### config.mk
export PLATFORM = sky130hd
export DESIGN_NAME = ipc_cell
export DESIGN_NICKNAME = d
export VERILOG_FILES = /design/src/ipc_pkg.sv /design/src/ipc_cell.sv
export SDC_FILE = /design/constraint.sdc
export NUM_CORES = 1
export LEC_CHECK = 0
export ABC_AREA = 1
export BUFFER_PORTS_ARGS = -buffer_cell sky130_fd_sc_hd__buf_2
export CORE_MARGIN = 8
export CORE_UTILIZATION = 51
export CTS_CLUSTER_SIZE = 12
export DETAILED_ROUTE_END_ITERATION = 12
export PLACE_DENSITY_LB_ADDON = 0.25
export SYNTH_ARGS = -nofsm -noshare
export SYNTH_HDL_FRONTEND = slang
export SYNTH_SLANG_ARGS = --single-unit
### constraint.sdc
create_clock -name aclk -period 1.7 [get_ports aclk]
set_input_delay 0.34 -clock aclk [delete_from_list [all_inputs] [get_ports aclk]]
set_output_delay 0.34 -clock aclk [all_outputs]
set_load 0.05 [all_outputs]
### src/ipc_pkg.sv
// shared constants and types for the inversion pair counter
package ipc_pkg;

    localparam int MAX_ITEMS = 256;
    localparam int VALUE_W   = 32;
    localparam int COUNT_W   = 15;
    localparam int FILL_W    = $clog2(MAX_ITEMS + 1);
    localparam int HIT_W     = (MAX_ITEMS > 2) ? $clog2(MAX_ITEMS) : 1;
    localparam int SUM_W     = ((HIT_W > COUNT_W) ? HIT_W : COUNT_W) + 1;

    localparam logic [COUNT_W-1:0] COUNT_MAX = {COUNT_W{1'b1}};

    // token that walks down the chain of cells
    typedef struct packed {
        logic               valid;
        logic [VALUE_W-1:0] key;
    } tok_t;

    // per-cell status seen by the controller
    typedef struct packed {
        logic hit;
        logic done;
    } cell_stat_t;

endpackage

### src/ipc_cell.sv
// one chain cell: holds a stored key and compares the passing token against it
module ipc_cell (
    input  logic               aclk,
    input  logic               aresetn,
    input  ipc_pkg::tok_t      tok_in,
    input  logic               tail,
    output ipc_pkg::tok_t      tok_out,
    output ipc_pkg::cell_stat_t stat
);

    logic                        tok_valid_reg;
    logic [ipc_pkg::VALUE_W-1:0] tok_key_reg;
    logic [ipc_pkg::VALUE_W-1:0] stored_reg;

    always_ff @(posedge aclk) begin
        if (!aresetn) begin
            tok_valid_reg <= 1'b0;
        end else begin
            tok_valid_reg <= tok_in.valid;
        end
    end

    always_ff @(posedge aclk) begin
        tok_key_reg <= tok_in.key;
        // token ends its walk here: this cell takes the value
        if (tok_valid_reg && tail) begin
            stored_reg <= tok_key_reg;
        end
    end

    always_comb begin
        tok_out.valid = tok_valid_reg && !tail;
        tok_out.key   = tok_key_reg;
        stat.hit      = tok_valid_reg && !tail && (stored_reg > tok_key_reg);
        stat.done     = tok_valid_reg && tail;
    end

endmodule
## Word-level counts from Yosys, hierarchy flattened

Cells that the tools add are included.
W data, S select, Z words.

| word-level totals | value |
|---|---|
| memories kept | 0 |
| RAM bits | 0 |
| logic and storage cells | 8 |
| output and inout port bits | 35 |
| ROM bits | 0 |
| register bits | 65 |
| latch bits | 0 |

| operators by class | value |
|---|---|
| div/mod/pow operators | 0 |
| shift operators | 0 |
| multiplexer cells | 0 |
| $lt $le $gt $ge | 1 |
| reductions and logical operators | 4 |
| bitwise logic cells | 0 |
| equality and inequality tests | 0 |
| $mul | 0 |
| add/sub/neg operators | 0 |

Operators by type and width:

| operator | count |
|---|---|
| $gt A32 B32 Y1 | 1 |
| $logic_and A1 B1 Y1 | 3 |
| $logic_not A1 Y1 | 1 |

## Longest topological paths before layout

| depth | value |
|---|---|
| word-level depth | 3 |
| mapped depth | 13 |
| mapped depth without buffers | 13 |

## Worst setup path before layout

OpenSTA, ideal clock, no wires.

| timing | value |
|---|---|
| path kind | register to output |
| from | register tok_key_reg[31] in the netlist's numbering |
| to | output port stat[1] in the netlist's numbering |
| cell stages (with the launch flop) | 9 |
| data required time | 1.360 ns |
| arrival time | 2.014 ns |
| setup slack | -0.654 ns |
| buffers on the path | 0 |
| path through | dfxtp_1 > inv_1 > ha_1 > nand2_1 > nor2_2 > nand2_1 > nor3b_2 > nand2_1 > a21oi_2 |

RTL lines:

| what | RTL line | RTL |
|---|---|---|
| start, declared | ipc_cell.sv:12 | `logic [ipc_pkg::VALUE_W-1:0] tok_key_reg;` |
| start signal, assigned | ipc_cell.sv:24 | `tok_key_reg <= tok_in.key;` |
| end, declared | ipc_cell.sv:8 | `output ipc_pkg::cell_stat_t stat` |

==> impl_results.rst <==
.. list-table::
   :header-rows: 1

   * - Metric
     - Value
   * - Max-slew violation count
     - 0
   * - Worst-path maximum fanout
     - 2
   * - Overall power consumption
     - 3.210 mW
   * - Headroom to the max-slew limit
     - 81.15%
   * - Worst reg-to-reg setup slack
     - 0.61 ns
   * - Detailed-routing iteration count for the pre-antenna-repair pass
     - 4
   * - Cell count after synthesis
     - 215
   * - Clock latency at the later pin of the worst-skew pair
     - 0.34 ns
   * - Area share of xor/xnor cells in the synthesized design
     - 0%
   * - First-pass GRT wire length
     - 8.142 mm
   * - Result of the run
     - finished with violations
   * - Half-perimeter wire length after detailed placement
     - 3.954 mm
   * - Max-cap violations
     - 0
   * - Type of the tightest min-delay check
     - input pin to flip-flop
   * - Placed instance count
     - 382
   * - GRT Total Usage
     - 14.56%
   * - Deepest clock path buffer count
     - 2
   * - # DRC
     - 0
   * - Area after detailed placement
     - 3347 µm²
   * - Number of global-route vias before repair
     - 1894
   * - Maximum number of pins on one net before global-route repair
     - 21
   * - Post-synthesis adder-cell area fraction
     - 15.82%
   * - Clock slew at the register clock pins of the worst setup and hold paths
     - 0.07 ns
   * - Antenna-violating nets left
     - 0
   * - #FFs+latches synth
     - 65
   * - Hold path depth
     - 1
   * - Cells along the critical path
     - ha_4 > nand2_4 > nor2_4 > nand2_2 > nor3b_2 > nand2_1 > a21oi_4 > buf_6
   * - Detail-routed net length per standard cell
     - 12.48 µm
   * - Worst r2r path cells
     - 3
   * - Buffers inserted by post-CTS timing repair
     - 0
   * - Share of the yosys chip area belonging to registers
     - 64.06%
   * - Transition time of the tightest slew-check pin
     - 0.2827 ns
   * - Synthesized-area fraction occupied by ao, oa, aoi and oai cells
     - 4.449%
   * - Critical R2R Launch
     - tok_valid_reg
   * - Slowest cell on crit path
     - sky130_fd_sc_hd__edfxtp_1
   * - Total number of placement rows
     - 25
   * - Number of H-tree branching levels
     - 3
   * - Number of hold violations in the final report
     - 0
   * - Weighted congestion reported at the end of routability-driven placement
     - 0.7103
   * - Post-synthesis share of cell area spent on and, or, nand and nor gates
     - 9.293%
   * - Period utilisation layout
     - 132.4%
   * - Violated checks
     - negative setup slack
   * - WHS Endpoint
     - tok_key_reg[29]
   * - # nets final
     - 394
   * - Area of the mapped netlist
     - 2531 µm²
   * - Std-Cell Core Area
     - 4755 µm²
   * - Synthesized net count
     - 283
   * - Unrepaired setup endpoints after global routing
     - yes
   * - Most common cell after layout, fill and taps aside
     - sky130_fd_sc_hd__buf_2
   * - Cell variety after synth
     - 19
   * - Via count
     - 1760
   * - Fraction of layout instances using a drive strength above 1
     - 52.57%
   * - Clk root buf
     - sky130_fd_sc_hd__clkbuf_8
   * - Final critical-path setup slack
     - -0.5504 ns
   * - Mux share of post-synthesis cell area
     - 0%
   * - CP Launch Point
     - stored_reg[29]
   * - Yosys warning total
     - 0
   * - Crit end category
     - output pin
   * - Gr ovfl total
     - 0
   * - IR Drop Worst-Case VDD
     - 0.7769 mV
   * - Top Family by Delay on Critical Path
     - simple AND/OR/NAND/NOR gates
   * - Num ports
     - 71
   * - Max stage delay on crit path
     - 0.42 ns
   * - Buffers plus inverters on the worst setup path
     - 1
   * - Required time at the worst-slack endpoint
     - 1.36 ns
   * - Count of buffers inserted at the top-level ports
     - 70
   * - Filler-free cell count of the finished design
     - 398
   * - Initial antenna violation count
     - 0
   * - CTS tree
     - built
   * - Setup-violating endpoint count in the final report
     - 1
   * - Worst Min Path Start
     - tok_in[29]
   * - Antenna fix cells
     - 0
   * - Number of clock sinks seen by CTS
     - 65
   * - Total wirelength of the detailed-routed design
     - 4.968 mm
   * - Total Die Area
     - 7474 µm²
   * - Category of the worst setup path launch point
     - flip-flop
   * - Finished layout cell area
     - 3571 µm²
   * - Horiz. Die Dim
     - 86.45 µm
   * - Via-per-instance ratio
     - 4.422
   * - Initial Util
     - 53.24%
   * - Power density normalized to cell area
     - 898.9 nW/µm²
   * - Initial DRC count
     - 21
   * - Leak Pwr
     - 1.722 nW
   * - Clock buffers created by TritonCTS
     - 9
   * - Capture point of the worst reg-to-reg path
     - stored_reg[31]
   * - Data arrival at the endpoint of the critical path
     - 1.91 ns
   * - Critical Setup Path Class
     - flip-flop to output pin
   * - Fmax
     - 444.4 MHz
   * - Die H
     - 86.45 µm
   * - Layout-stage area growth over the synthesis result
     - 41.08%
   * - Leading cell types in the layout, fill and taps excluded
     - 69 x sky130_fd_sc_hd__buf_2, 33 x sky130_fd_sc_hd__inv_1, 33 x sky130_fd_sc_hd__nand2_1
   * - Skew final
     - 0.005657 ns
   * - Main combinational cell family by area after synthesis
     - adder cells
   * - Clock period minus final worst setup slack
     - 2.250 ns
   * - Average size of a mapped cell
     - 11.77 µm²
   * - Share of the core filled with cells in the final layout
     - 75.11%
   * - Placement Setup Slack
     - -0.3514 ns
[worst reg2reg max path: cells and delay by family, from the launching register on]
kind	cells	cell delay [ns]
buf+inv	2	0.37
flops	1	0.32
simple gates	1	0.06
[synthesized netlist by cell type, drive strengths merged]
master	number	area, µm²
nand3	4	20.02
a21o	1	7.510
nor3b	1	12.51
nor2	11	51.30
edfxtp	32	960.9
inv	43	161.4
a21oi	15	78.83
nand2	39	151.4
o21ai	2	10.00
ha	32	400.4
dfxtp	33	660.6
o21a	2	16.27
[cell type report]
cell class	instances	area [µm²]
Fill cell	337	1184
Clock buffer	12	135.1
Sequential cell	65	1715
Multi-Input combinational cell	107	873.3
Tap cell	67	83.83
Clock inverter	4	20.02
Timing Repair Buffer	100	581.8
Inverter	43	161.4
[where the power goes]
part / internal (mW) / switching [mW] / total (mW) / leakage [nW]
clock: 0.520 / 0.537 / 1.06 / 0.0839
sequential: 1.68 / 0.0258 / 1.71 / 0.580
combinational: 0.161 / 0.283 / 0.444 / 1.06
total: 2.36 / 0.846 / 3.21 / 1.72
[timing repair]
item	CTS	global route
hold buffers	0	0
endpoints found under the setup margin	1	1
pin swaps	7	4
gates cloned	0	0
gates resized for setup	4	8
[metal layers]
metal  track usage, %  up-vias  routed length (µm)
met5                0        -                   0
met2            23.96       47                2473
li1                 -      929                   -
met3            6.900        8                 336
met1            14.92      776                2084
met4            8.138        0                  74
[kinds of logic (layout without fill, tap and decap cells)]
kind of cell               Yosys count  after routing
DFF                                 65             65
AOI/OAI and AO/OA                   20             20
and+or+nand+nor                     55             55
buffers and inverters               43            159
adders and majority gates           32             32
[metrics by stage]
step / TNS (ns) / hold slack (ns)
CTS: -0.5813 / 0.07697
finish: -0.5504 / 0.09977
global placement: -0.3211 / 0.4228
global route: -0.6711 / 0.07334
detailed placement: -0.3514 / 0.4351
floorplan: -0.2564 / 0.3677
[worst max-delay path by stage]
stage	slack, ns	to	cells after the start
after floorplan	-0.26	stat[1]	8
after global placement	-0.32	stat[1]	8
after detailed placement	-0.35	stat[1]	8
after CTS	-0.58	stat[1]	8
after global routing	-0.67	stat[1]	8
final	-0.55	stat[1]	8
No activity file was read; power rests on OpenSTA's default activity.
